$ cat config.mk
export PLATFORM = sky130hd
export DESIGN_NAME = mqtt_packet_deframer
export DESIGN_NICKNAME = d
export VERILOG_FILES = /design/src/hdl/mpd_pkg.sv /design/src/hdl/mpd_cfg.sv /design/src/hdl/mpd_parser.sv /design/src/hdl/mqtt_packet_deframer.sv
export SDC_FILE = /design/constraint.sdc
export NUM_CORES = 1
export LEC_CHECK = 0
export ABC_AREA = 1
export ABC_CLOCK_PERIOD_IN_PS = 11700
export BUFFER_PORTS_ARGS = -buffer_cell sky130_fd_sc_hd__buf_2
export CAP_MARGIN = 20
export CORE_ASPECT_RATIO = 1.1
export CORE_MARGIN = 4
export CORE_UTILIZATION = 40
export DETAILED_ROUTE_END_ITERATION = 12
export PLACE_DENSITY = 0.57
export SKIP_LAST_GASP = 1
export SYNTH_ARGS = -nofsm -noshare
export SYNTH_HDL_FRONTEND = slang
export SYNTH_HIERARCHICAL = 1
export SYNTH_SLANG_ARGS = --single-unit
$ cat constraint.sdc
create_clock -name clk -period 11.7 [get_ports clk]
set_input_delay 1.755 -clock clk [delete_from_list [all_inputs] [get_ports clk]]
set_output_delay 1.755 -clock clk [all_outputs]
set_load 0.05 [all_outputs]
$ cat src/hdl/mpd_pkg.sv
// Shared types and constants of the MQTT packet deframer.
`timescale 1ns / 1ps

package mpd_pkg;

	localparam int MaxLengthBytes = 3;
	localparam int BodyW = 21;
	localparam int SumW = 29;
	localparam logic [BodyW-1:0] BodyMax = {BodyW{1'b1}};
	localparam logic [3:0] PublishKind = 4'd3;

	localparam logic [2:0] RoleHeader  = 3'd0;
	localparam logic [2:0] RoleLength  = 3'd1;
	localparam logic [2:0] RoleTlen    = 3'd2;
	localparam logic [2:0] RoleTopic   = 3'd3;
	localparam logic [2:0] RolePayload = 3'd4;
	localparam logic [2:0] RoleOther   = 3'd5;

	localparam logic CfgTopicLimit   = 1'b0;
	localparam logic CfgPayloadLimit = 1'b1;

	localparam logic [15:0] TopicLimitReset   = 16'd126;
	localparam logic [21:0] PayloadLimitReset = 22'd4096;

	typedef struct packed {
		logic [15:0] topic_limit;
		logic [21:0] payload_limit;
	} cfg_t;

	typedef struct packed {
		logic [7:0] data_byte;
		logic [2:0] byte_role;
		logic [3:0] packet_kind;
		logic       retain_flag;
		logic       packet_end;
		logic       length_error;
		logic       topic_dropped;
		logic       topic_overrun;
		logic       payload_too_long;
	} result_t;

endpackage

$ cat src/hdl/mpd_cfg.sv
// Configuration registers of the MQTT packet deframer.
`timescale 1ns / 1ps

module mpd_cfg (
	input  logic          clk,
	input  logic          arst_n,
	input  logic          cfg_we,
	input  logic          cfg_addr,
	input  logic [21:0]   cfg_wdata,
	output mpd_pkg::cfg_t cfg
);

	always_ff @(posedge clk or negedge arst_n) begin
		if (!arst_n) begin
			cfg.topic_limit   <= mpd_pkg::TopicLimitReset;
			cfg.payload_limit <= mpd_pkg::PayloadLimitReset;
		end else if (cfg_we) begin
			unique case (cfg_addr)
				mpd_pkg::CfgTopicLimit:   cfg.topic_limit   <= cfg_wdata[15:0];
				mpd_pkg::CfgPayloadLimit: cfg.payload_limit <= cfg_wdata;
				default: ;
			endcase
		end
	end

endmodule

$ cat src/hdl/mpd_parser.sv
// Packet state and per-byte parse step of the MQTT packet deframer.
`timescale 1ns / 1ps

module mpd_parser #(
	parameter int MAX_LENGTH_BYTES = mpd_pkg::MaxLengthBytes
) (
	input  logic             clk,
	input  logic             arst_n,
	input  logic             advance,
	input  logic [7:0]       rx_byte,
	input  mpd_pkg::cfg_t    cfg,
	output mpd_pkg::result_t result
);

	localparam int LbW = $clog2(MAX_LENGTH_BYTES + 1);
	localparam int BodyW = mpd_pkg::BodyW;
	localparam int SumW = mpd_pkg::SumW;

	localparam logic [2:0] PhHeader  = 3'd0;
	localparam logic [2:0] PhLength  = 3'd1;
	localparam logic [2:0] PhTlenHi  = 3'd2;
	localparam logic [2:0] PhTlenLo  = 3'd3;
	localparam logic [2:0] PhTopic   = 3'd4;
	localparam logic [2:0] PhPayload = 3'd5;
	localparam logic [2:0] PhBody    = 3'd6;

	logic [2:0]       phase_q, phase_n;
	logic [3:0]       kind_q, kind_n;
	logic             retain_q, retain_n;
	logic [LbW-1:0]   seen_q, seen_n;
	logic [BodyW-1:0] body_q, body_n;
	logic [7:0]       tlen_hi_q, tlen_hi_n;
	logic [15:0]      topic_left_q, topic_left_n;
	logic             overrun_q, overrun_n;

	logic [4:0]       shamt;
	logic [SumW-1:0]  add, sum;
	logic [BodyW-1:0] body_dec, diff;
	logic [15:0]      tlen;

	assign shamt    = 5'(seen_q) * 5'd7;
	assign add      = SumW'(rx_byte[6:0]) << shamt;
	assign sum      = SumW'(body_q) + add;
	assign body_dec = body_q - BodyW'(1);
	assign tlen     = {tlen_hi_q, rx_byte};
	assign diff     = body_dec - BodyW'(tlen);

	always_comb begin
		phase_n      = phase_q;
		kind_n       = kind_q;
		retain_n     = retain_q;
		seen_n       = seen_q;
		body_n       = body_q;
		tlen_hi_n    = tlen_hi_q;
		topic_left_n = topic_left_q;
		overrun_n    = overrun_q;
		result       = '0;
		result.data_byte = rx_byte;
		result.byte_role = mpd_pkg::RoleOther;
		unique case (phase_q)
			PhLength: begin
				result.byte_role = mpd_pkg::RoleLength;
				if (seen_q >= LbW'(MAX_LENGTH_BYTES)) begin
					result.length_error = 1'b1;
					phase_n = PhHeader;
				end else begin
					body_n = (sum > SumW'(mpd_pkg::BodyMax)) ? mpd_pkg::BodyMax
					                                         : sum[BodyW-1:0];
					seen_n = seen_q + LbW'(1);
					if (!rx_byte[7]) begin
						if (body_n == '0) begin
							result.packet_end = 1'b1;
							result.topic_overrun = (kind_q == mpd_pkg::PublishKind);
							phase_n = PhHeader;
						end else begin
							phase_n = (kind_q == mpd_pkg::PublishKind) ? PhTlenHi : PhBody;
						end
					end
				end
			end
			PhTlenHi: begin
				result.byte_role = mpd_pkg::RoleTlen;
				tlen_hi_n = rx_byte;
				body_n = body_dec;
				if (body_dec == '0) begin
					result.packet_end = 1'b1;
					result.topic_overrun = 1'b1;
					phase_n = PhHeader;
				end else begin
					phase_n = PhTlenLo;
				end
			end
			PhTlenLo: begin
				result.byte_role = mpd_pkg::RoleTlen;
				body_n = body_dec;
				topic_left_n = tlen;
				result.topic_dropped = (tlen > cfg.topic_limit);
				if (BodyW'(tlen) > body_dec) begin
					overrun_n = 1'b1;
				end else begin
					result.payload_too_long = ({1'b0, diff} >= cfg.payload_limit);
				end
				if (body_dec == '0) begin
					result.packet_end = 1'b1;
					result.topic_overrun = overrun_n;
					phase_n = PhHeader;
				end else begin
					phase_n = (tlen != '0) ? PhTopic : PhPayload;
				end
			end
			PhTopic: begin
				result.byte_role = mpd_pkg::RoleTopic;
				body_n = body_dec;
				topic_left_n = topic_left_q - 16'd1;
				if (body_dec == '0) begin
					result.packet_end = 1'b1;
					result.topic_overrun = overrun_q;
					phase_n = PhHeader;
				end else if (topic_left_n == '0) begin
					phase_n = PhPayload;
				end
			end
			PhPayload, PhBody: begin
				result.byte_role = (phase_q == PhPayload) ? mpd_pkg::RolePayload
				                                          : mpd_pkg::RoleOther;
				body_n = body_dec;
				if (body_dec == '0) begin
					result.packet_end = 1'b1;
					phase_n = PhHeader;
				end
			end
			default: begin
				result.byte_role = mpd_pkg::RoleHeader;
				kind_n       = rx_byte[7:4];
				retain_n     = rx_byte[0];
				seen_n       = '0;
				body_n       = '0;
				tlen_hi_n    = '0;
				topic_left_n = '0;
				overrun_n    = 1'b0;
				phase_n      = PhLength;
			end
		endcase
		result.packet_kind = kind_n;
		result.retain_flag = retain_n;
	end

	always_ff @(posedge clk or negedge arst_n) begin
		if (!arst_n) begin
			phase_q      <= PhHeader;
			kind_q       <= '0;
			retain_q     <= 1'b0;
			seen_q       <= '0;
			body_q       <= '0;
			tlen_hi_q    <= '0;
			topic_left_q <= '0;
			overrun_q    <= 1'b0;
		end else if (advance) begin
			phase_q      <= phase_n;
			kind_q       <= kind_n;
			retain_q     <= retain_n;
			seen_q       <= seen_n;
			body_q       <= body_n;
			tlen_hi_q    <= tlen_hi_n;
			topic_left_q <= topic_left_n;
			overrun_q    <= overrun_n;
		end
	end

endmodule

$ cat src/hdl/mqtt_packet_deframer.sv
// Top level of the MQTT packet deframer.
`timescale 1ns / 1ps

// Splits a received byte stream into MQTT packets, one byte per beat. Every
// input beat gives exactly one output beat carrying the byte, its role within
// the packet, the packet kind and retain bit, and the error flags; tlast marks
// the last byte of a packet. Throughput is one beat per cycle while m_tready is
// held high, set by the combinational parse step that updates the packet state;
// each beat passes the input register, then the result register, to the output.
// A length field of more than MAX_LENGTH_BYTES bytes flags length_error on the
// extra byte and the next byte starts a new packet.
module mqtt_packet_deframer #(
	parameter int MAX_LENGTH_BYTES = mpd_pkg::MaxLengthBytes
) (
	input  logic        clk,
	input  logic        arst_n,
	input  logic        s_tvalid,
	output logic        s_tready,
	input  logic [7:0]  s_tdata,   // [7:0] rx_byte
	output logic        m_tvalid,
	input  logic        m_tready,
	// [7:0] data_byte, [8] retain_flag, [9] length_error, [10] topic_dropped,
	// [11] topic_overrun, [12] payload_too_long, [15:13] zero
	output logic [15:0] m_tdata,
	output logic [6:0]  m_tuser,   // [2:0] byte_role, [6:3] packet_kind
	output logic        m_tlast,   // packet_end
	input  logic        cfg_we,
	input  logic        cfg_addr,
	input  logic [21:0] cfg_wdata
);

	mpd_pkg::cfg_t    cfg;
	mpd_pkg::result_t result;
	mpd_pkg::result_t result_s2;

	logic       valid_s1;
	logic [7:0] byte_s1;
	logic       valid_s2;
	logic       advance;

	assign advance  = valid_s1 && (!valid_s2 || m_tready);
	assign s_tready = !valid_s1 || advance;

	mpd_cfg u_cfg (
		.clk       (clk),
		.arst_n    (arst_n),
		.cfg_we    (cfg_we),
		.cfg_addr  (cfg_addr),
		.cfg_wdata (cfg_wdata),
		.cfg       (cfg)
	);

	mpd_parser #(
		.MAX_LENGTH_BYTES (MAX_LENGTH_BYTES)
	) u_parser (
		.clk     (clk),
		.arst_n  (arst_n),
		.advance (advance),
		.rx_byte (byte_s1),
		.cfg     (cfg),
		.result  (result)
	);

	always_ff @(posedge clk or negedge arst_n) begin
		if (!arst_n) begin
			valid_s1 <= 1'b0;
			valid_s2 <= 1'b0;
		end else begin
			if (s_tvalid && s_tready) begin
				valid_s1 <= 1'b1;
			end else if (advance) begin
				valid_s1 <= 1'b0;
			end
			if (advance) begin
				valid_s2 <= 1'b1;
			end else if (m_tready) begin
				valid_s2 <= 1'b0;
			end
		end
	end

	always_ff @(posedge clk) begin
		if (s_tvalid && s_tready) begin
			byte_s1 <= s_tdata;
		end
		if (advance) begin
			result_s2 <= result;
		end
	end

	assign m_tvalid = valid_s2;
	assign m_tdata  = {3'b000, result_s2.payload_too_long, result_s2.topic_overrun,
	                   result_s2.topic_dropped, result_s2.length_error,
	                   result_s2.retain_flag, result_s2.data_byte};
	assign m_tuser  = {result_s2.packet_kind, result_s2.byte_role};
	assign m_tlast  = result_s2.packet_end;

	a_lerr_not_end: assert property (@(posedge clk) disable iff (!arst_n)
		m_tvalid && result_s2.length_error |-> !result_s2.packet_end
		&& result_s2.byte_role == mpd_pkg::RoleLength)
		else $error("length error beat carries packet end or wrong role");

	a_overrun_at_end: assert property (@(posedge clk) disable iff (!arst_n)
		m_tvalid && result_s2.topic_overrun |-> result_s2.packet_end)
		else $error("topic overrun flagged away from packet end");

	a_flags_on_tlen: assert property (@(posedge clk) disable iff (!arst_n)
		m_tvalid && (result_s2.payload_too_long || result_s2.topic_dropped)
		|-> result_s2.byte_role == mpd_pkg::RoleTlen)
		else $error("topic flags raised outside topic length byte");

	a_header_resets: assert property (@(posedge clk) disable iff (!arst_n)
		advance && result.byte_role == mpd_pkg::RoleHeader
		|-> !result.packet_end && !result.topic_overrun)
		else $error("header byte ends a packet");

endmodule
# ---- Word-level counts from Yosys, hierarchy flattened
# Index checks and enable logic that the tools add are counted.
dict set report word_totals {
  register_bits 125
  input_bits 36
  output_inout_bits 26
  wordCells 119
}
dict set report classes {
  addsub 5
  multipliers 1
  order_cmp 5
  n_eq_ne 11
  n_shift 1
  mux 40
  n_bitwise 6
  n_reduce_logical 28
}
# operator count
set ops {}
lappend ops {{$pmux W16 S3} 1}
lappend ops {{$logic_not A21 Y1} 2}
lappend ops {{$mux W21} 2}
lappend ops {{$pmux W21 S2} 1}
lappend ops {{$add A21 B29 Y29} 1}
lappend ops {{$gt A29 B21 Y1 const B} 1}
lappend ops {{$shl A7 B5 Y29} 1}
lappend ops {{$mux W3} 8}
lappend ops {{$ge A21 B22 Y1} 1}
lappend ops {{$gt A16 B21 Y1} 1}
lappend ops {{$sub A21 B1 Y21 const B} 1}
lappend ops {{$sub A21 B16 Y21} 1}
lappend ops {{$mux W1} 18}
lappend ops {{$gt A16 B16 Y1} 1}
lappend ops {{$logic_not A16 Y1} 1}
lappend ops {{$pmux W8 S2} 1}
lappend ops {{$reduce_bool A16 Y1} 1}
lappend ops {{$sub A16 B1 Y16 const B} 1}
lappend ops {{$pmux W3 S5} 1}
lappend ops {{$reduce_or A5 Y1} 3}
lappend ops {{$pmux W3 S4} 1}
lappend ops {{$reduce_and A2 Y1} 6}
lappend ops {{$eq A3 B3 Y1 const B} 3}
lappend ops {{$eq A3 B2 Y1 const B} 2}
lappend ops {{other kinds (24)} 37}

# ---- Depth between registers and ports, before layout
# Gate-level depths: netlist of the first run.
dict set report logic_depth {
  depth_word 10
  ltp_mapped 28
  mapped_depth_nobuf 28
}

# ---- Cells and area by module
# The synthesis of the first run kept the hierarchy.
# module n_inst cells_each area_each_um2 seq_area_each_um2
set modules_own_cells {}
lappend modules_own_cells {mpd_parser 1 1319 7948.9 1401.3}
lappend modules_own_cells {mpd_cfg 1 166 1532.7 959.7}
lappend modules_own_cells {mqtt_packet_deframer 1 45 992.2 920.9}

# ---- Worst setup path before layout of the first run
# OpenSTA, ideal clock, no wires.
dict set report synth_timing {
  path_kind {input-to-reg}
  start {input m_tready}
  end {register u_parser.topic_left_q[11]}
  setup_ps 87
  arrival_ps 4111
  t_required_ps 11613
  path_slack_ps 7502
  path_stages 7
  n_path_buf 1
  path_cell_list {inv_2 -> a21oi_1 -> inv_1 -> nor2_1 -> clkinv_1 -> clkbuf_1 -> a22oi_1}
}
dict set report synth_via {
  elab_chain_cells 3
}
# element line
set synth_rtl {}
lappend synth_rtl {{start, declared} mqtt_packet_deframer.sv:21} ;# input logic m_tready,
lappend synth_rtl {{$logic_or A1 B1 Y1} mqtt_packet_deframer.sv:41} ;# assign advance = valid_s1 && (!valid_s2 || m_tready);
lappend synth_rtl {{$logic_and A1 B1 Y1} mqtt_packet_deframer.sv:41}
lappend synth_rtl {{named net advance} mqtt_packet_deframer.sv:39} ;# logic advance;
lappend synth_rtl {{$reduce_and A2 Y1 (no line)} -}
lappend synth_rtl {{end signal, assigned} mpd_parser.sv:165} ;# topic_left_q <= topic_left_n;
lappend synth_rtl {{end, declared} mpd_parser.sv:33} ;# logic [15:0] topic_left_q, topic_left_n;
# The timed path passes the listed nets, and every way through them passes these cells.
# A chain may end at the register's enable or synchronous reset.

# ---- Worst setup path after layout of the first run
dict set report layout_timing {
  start {register u_parser.body_q[0]}
  end {register result_s2 (netlist bit m_tdata[12]) (data pin)}
}
dict set report layout_via {
  elab_chain_cells 3
  word_cells_on_any_way 5
  cone_classes {2 x add/sub; 2 x order compare; 1 x reduce/logical}
}
# element line
set layout_rtl {}
lappend layout_rtl {{start, declared} mpd_parser.sv:31} ;# logic [BodyW-1:0] body_q, body_n;
lappend layout_rtl {{start signal, assigned} mpd_parser.sv:163} ;# body_q <= body_n;
lappend layout_rtl {{$sub A21 B1 Y21 (*)} mpd_parser.sv:44} ;# assign body_dec = body_q - BodyW'(1);
lappend layout_rtl {{$sub A21 B16 Y21 / $gt A16 B21 Y1 (equally long branches)} {mpd_parser.sv:46, mpd_parser.sv:98}}
lappend layout_rtl {{$ge A21 B22 Y1 / $reduce_or A2 Y1 (equally long branches)} -}
lappend layout_rtl {{end signal, assigned} mqtt_packet_deframer.sv:87} ;# result_s2 <= result;
lappend layout_rtl {{end, declared} mqtt_packet_deframer.sv:34} ;# mpd_pkg::result_t result_s2;
# Every way passes the cells marked *; elsewhere a longest branch is shown, timed or not.

==> results of run 1 <==
==> per-layer routing <==
layer	vias to the layer above	routed length, um	global-route usage
li1	5006	-	-
met1	4540	14700	0.305
met2	270	14500	0.363
met3	34	1380	0.0258
met4	0	652	0.0645
met5	-	0	0
==> registers in the layout, indices dropped and copies added (netlist names) <==
register / flops
u_cfg/cfg: 38
u_parser/body_q: 21
u_parser/topic_left_q: 16
m_tdata: 13
byte_s1: 8
u_parser/tlen_hi_q: 8
m_tuser: 7
u_parser/kind_q: 4
u_parser/phase_q: 3
u_parser/seen_q: 2
m_tlast: 1
m_tvalid: 1
u_parser/overrun_q: 1
u_parser/retain_q: 1
valid_s1: 1
==> report_power, final <==
| group | leakage (nW) | internal, W | switching [W] |
|---|---|---|---|
| sequential | 1.45 | 0.000580 | 0.000138 |
| combinational | 4.26 | 0.000694 | 0.00132 |
| clock | 0.297 | 0.000326 | 0.000229 |
==> critical path: cells and delay by family, from the launching register on <==
family | cells | cell delay, ps
xor+xnor | 2 | 390
fa+ha+maj | 3 | 900
buf+inv | 5 | 390
flops | 1 | 420
simple gates | 9 | 630
compound gates | 9 | 1480
==> through the flow <==
step | worst slack [ps] | utilization | power (W) | hold WS (ps)
2_1_floorplan | 7500 | - | 0.00221 | 442
3_3_place_gp | 7250 | 0.432 | 0.00270 | 455
3_5_place_dp | 7130 | 0.432 | 0.00271 | 455
4_1_cts | 7180 | 0.456 | 0.00329 | 465
5_1_grt | 6620 | 0.456 | 0.00362 | 494
6_report | 7190 | 0.456 | 0.00328 | 463
==> layout by cell type (no fill, tap or decap), types with 25 or more instances in the layout <==
cell / instances
nand2_1: 434
inv_1: 244
nor2_1: 133
nand3_1: 112
dfrtp_1: 89
ha_1: 79
o21ai_0: 58
a21oi_1: 58
buf_2: 57
xor2_1: 38
nor3_1: 37
edfxtp_1: 29
nand4_1: 25
==> logic make-up (layout without fill, tap and decap cells) <==
family / after synthesis / after routing
other cells: 1 / 3
buf+inv: 298 / 356
fa+ha+maj: 81 / 81
flops: 125 / 125
compound gates: 171 / 171
xor+xnor: 49 / 49
simple gates: 805 / 805
==> how the worst max path moves through the flow <==
stage	startpoint	to	slack, ps	depth (start not counted)
6_report	u_parser/body_q[0]	m_tdata[12]	7190	28
5_1_grt	u_parser/body_q[0]	m_tdata[12]	6620	25
4_1_cts	u_parser/body_q[0]	m_tdata[12]	7180	28
3_5_place_dp	m_tready	u_parser/overrun_q	7130	10
3_3_place_gp	m_tready	u_parser/overrun_q	7250	10
2_1_floorplan	m_tready	u_parser/topic_left_q[11]	7500	7
==> layout make-up <==
class / count / area [um^2] / area share
clock buffers: 17 / 425 / 0.0365
clock inverters: 15 / 191 / 0.0164
repair buffers: 70 / 383 / 0.0329
inverters: 254 / 953 / 0.0818
well taps: 346 / 433 / 0.0371
flip-flops and latches: 125 / 3280 / 0.282
multi-input cells: 1109 / 5990 / 0.514
==> metrics.csv, run 1 <==
metric;value;unit
area_delta_synth_final;11.3;%
cts_buffer_depth;2;
antenna_found_initial;0;
synth_top_area_share;0.213;
die_w;162;um
yosys.area.top_type;dfrtp_1;
dp_hpwl;24600;um
final_cells;1936;
clock_latency;430;ps
power.density;282;nW/um^2
setup_violations;0;
fin_nets;1694;
critPathRequiredTime;11860;ps
via_per_inst;5.09;
tightest_slew;929;ps
dp.cells;1904;
start_util;0.410;
n_antenna_cell;0;
syn_avg_cell_area;6.85;um^2
cts_setup_buffers;0;
floorplan.die_area;28800;um^2
yosysWarnings;6;
cp-start-kind;flip-flop;
synth_xor_xnor_area_share;0.0410;
min_path_cells;2;
num_rows;61;
place_congestion;0.946;
synth_edf_count;29;
fp.dieH;178;um
hp-start;u_cfg/cfg[28];
drt_iter0_markers;782;
synth-simple-area-share;0.337;
synth-seq-area-share;0.313;
cp_max_fo;4;
crit_type;reg -> reg;
synthAdderAreaFrac;0.0982;
cpPeakStageDelay;420;ps
netlist_instances;1530;
peakVddDrop;110;uV
finalCritPeriodShare;0.385;
drive_gt1_frac;0.0987;
cts_tree;yes;
portBuffers;58;
synth.most_common_cell;nand2_1;
maxSlewViolCount;0;
dpl_cell_area;11000;um^2
crit_slowest_cell;dfrtp_1;
final_area;11700;um^2
wl_per_cell;16.1;um
fin_worst_skew;18.5;ps
hold_class;reg -> reg;
clk_pin_slew;70;ps
final.setup.tns;0;ps
cts-root-buf;clkbuf_16;
power_leakage;6.01;nW
yosys-mux-area-fraction;0;
cts_made_buffers;17;
grt_usage;0.220;
synth_seq_cells;125;
grt_pass1_vias;9350;
ys_async_sr_fraction;0.768;
status;completed;
timing.rr.end;m_tdata[12];
period_minus_slack;4510;ps
critPathArrivalTime;4670;ps
io-pin-count;62;
coreArea;25600;um^2
hold_violations;0;
antenna_left;0;
fillCellCount;2695;
endpoint_kind;flip-flop;
ys_types;52;
drcViolationCount;0;
grt_pass1_wl;50100;um
vias;9850;
ys_dominant_reg_cell;dfrtp_1;
wl;31300;um
rsz0062_at_grt;false;
grt.overflow.total;0;
cts.hold.buffers_added;0;
synth_top_family_by_area;simple AND/OR/NAND/NOR gates;
ys_top_cells_by_count;nand2_1 (434), inv_1 (244), nor2_1 (134), nand3_1 (112), dfrtp_1 (89);
grt_start_max_net_pins;59;
cts_max_level;4;
reg2reg_from;u_parser/body_q[0];
fmax;222;MHz
synth-compound-area-share;0.0929;
worstRegToRegCells;28;
synth.area.top_cells;dfrtp_1 (21%), nand2_1 (16%), ha_1 (9.4%);
worstHoldEndpoint;u_cfg/cfg[28];
cts_sinks;125;
firstDrtPassIters;7;
synth.cell_area;10500;um^2
relSlewSlack;0.379;
drv_cap;0;
r2r_slack;7190;ps
cts_resized;0;
Note: power is estimated with default switching activity, not from simulation.
==> run 2: changes to the inputs <==
--- a/config.mk
+++ b/config.mk
@@ -6,7 +6,7 @@
 export NUM_CORES = 1
 export LEC_CHECK = 0
 export ABC_AREA = 1
-export ABC_CLOCK_PERIOD_IN_PS = 11700
+export ABC_CLOCK_PERIOD_IN_PS = 4700
 export BUFFER_PORTS_ARGS = -buffer_cell sky130_fd_sc_hd__buf_2
 export CAP_MARGIN = 20
 export CORE_ASPECT_RATIO = 1.1
==> constraint.sdc (replaced) <==
create_clock -name clk -period 4.7 [get_ports clk]
set_input_delay 0.705 -clock clk [delete_from_list [all_inputs] [get_ports clk]]
set_output_delay 0.705 -clock clk [all_outputs]
set_load 0.05 [all_outputs]
==> run 2 against run 1 <==
Compared with the run above:
- die area stayed put
- combinational power grew to 2.5 times the previous value
- sequential share of layout area is 0.28 points lower
- sequential cell count stayed put
- final cell count is 0.52% higher
- via count is 0.14% higher
- final area is 1.0% higher
==> metrics.csv, run 2 (same netlist as run 1, synthesis figures left out) <==
metric;value;unit
vias;9864;
cts_setup_buffers;0;
largest-register;u_cfg/cfg;
die_w;162;um
grt_pass1_wl;50400;um
path_buf_inv;4;
critPathRequiredTime;4870;ps
power.density;702;nW/um^2
critPathArrivalTime;4400;ps
hold_violations;0;
coreArea;25600;um^2
power_leakage;6.08;nW
path_depth;28;
grt.overflow.total;0;
final.setup.tns;0;ps
final_area;11800;um^2
cpPeakStageDelay;420;ps
crit_family;simple AND/OR/NAND/NOR gates;
cts_resized;0;
drv_cap;0;
reg2reg_from;u_parser/body_q[0];
maxSlewViolCount;0;
setup_violations;0;
drcViolationCount;0;
cp_max_fo;5;
largest_reg_flops;38;
fin_worst_skew;12.7;ps
cp-start-kind;flip-flop;
cts_sinks;125;
drive_gt1_frac;0.107;
crit_slowest_cell;dfrtp_1;
dp_hpwl;24800;um
io-pin-count;62;
hold_class;in -> async;
crit_type;reg -> reg;
final_common_cell;nand2_1;
fin_nets;1704;
start_util;0.410;
drt_iter0_markers;840;
grt_usage;0.221;
firstDrtPassIters;8;
cts_max_level;4;
top_regs;u_cfg/cfg: 38 flops, u_parser/body_q: 21 flops, u_parser/topic_left_q: 16 flops;
fp.dieH;178;um
via_per_inst;5.07;
wl;31500;um
worstRegToRegCells;28;
cts_tree;yes;
cts-root-buf;clkbuf_16;
mostFrequentLayoutCells;nand2_1 (434), inv_1 (243), nor2_1 (133);
clock_latency;420;ps
grt_start_max_net_pins;63;
place_congestion;0.916;
endpoint_kind;flip-flop;
floorplan.die_area;28800;um^2
cts.hold.buffers_added;0;
n_antenna_cell;0;
timing.rr.end;m_tdata[12];
fmax;237;MHz
r2r_slack;470;ps
num_rows;61;
peakVddDrop;284;uV
status;completed;
finalCritPeriodShare;0.899;
relSlewSlack;0.424;
rsz0062_at_grt;false;
wl_per_cell;16.2;um
portBuffers;58;
area_delta_synth_final;12.4;%
cts_made_buffers;17;
crit_path_frequent_cell;nand2_1;
cts_buffer_depth;2;
antenna_found_initial;0;
dpl_cell_area;11100;um^2
clk_pin_slew;70;ps
tightest_slew;862;ps
period_minus_slack;4230;ps
grt_pass1_vias;9370;
antenna_left;0;
[run 2: power by group]
| part | internal, W | total, W | leakage [nW] | switching (W) |
|---|---|---|---|---|
| Combinational | 0.00177 | 0.00503 | 4.32 | 0.00325 |
| Clock | 0.000855 | 0.00142 | 0.304 | 0.000568 |
| Sequential | 0.00144 | 0.00182 | 1.45 | 0.000373 |
| Total | 0.00407 | 0.00827 | 6.08 | 0.00419 |
[run 2: area by class of cell]
class	instances	area (um^2)
clock buffer	17	425
timing repair buffer	80	470
clock inverter	15	199
sequential	125	3280
tap	346	433
fill	2695	13800
inverter	254	953
multi-input combinational	1109	6010
[run 2: worst max-delay path by stage]
stage	startpoint	to	slack (ps)
detailed placement	u_parser/body_q[0]	m_tdata[12]	220
floorplan	u_parser/body_q[0]	m_tdata[12]	800
global placement	u_parser/body_q[0]	m_tdata[12]	350
finish	u_parser/body_q[0]	m_tdata[12]	470
global route	u_parser/body_q[0]	m_tdata[12]	9
CTS	u_parser/body_q[0]	m_tdata[12]	180
[run 2: per-stage QoR]
stage                     setup slack [ps]  power [W]  hold WS, ps   util  cells
after floorplan                        797    0.00551          409      -   1532
after global placement                 350    0.00670          454  0.435   1914
after detailed placement               215    0.00676          455  0.435   1914
after CTS                              183    0.00823          403  0.460   1946
after global routing                  8.81    0.00907          436  0.460   1946
final                                  472    0.00827          374  0.460   1946
[run 2: per-layer routing]
layer / vias to the layer above / share of wire / track usage
met3: 39 / 0.039 / 0.0269
met5: - / 0 / 0
met1: 4565 / 0.47 / 0.301
met4: 0 / 0.019 / 0.0610
li1: 5033 / - / -
met2: 227 / 0.47 / 0.373
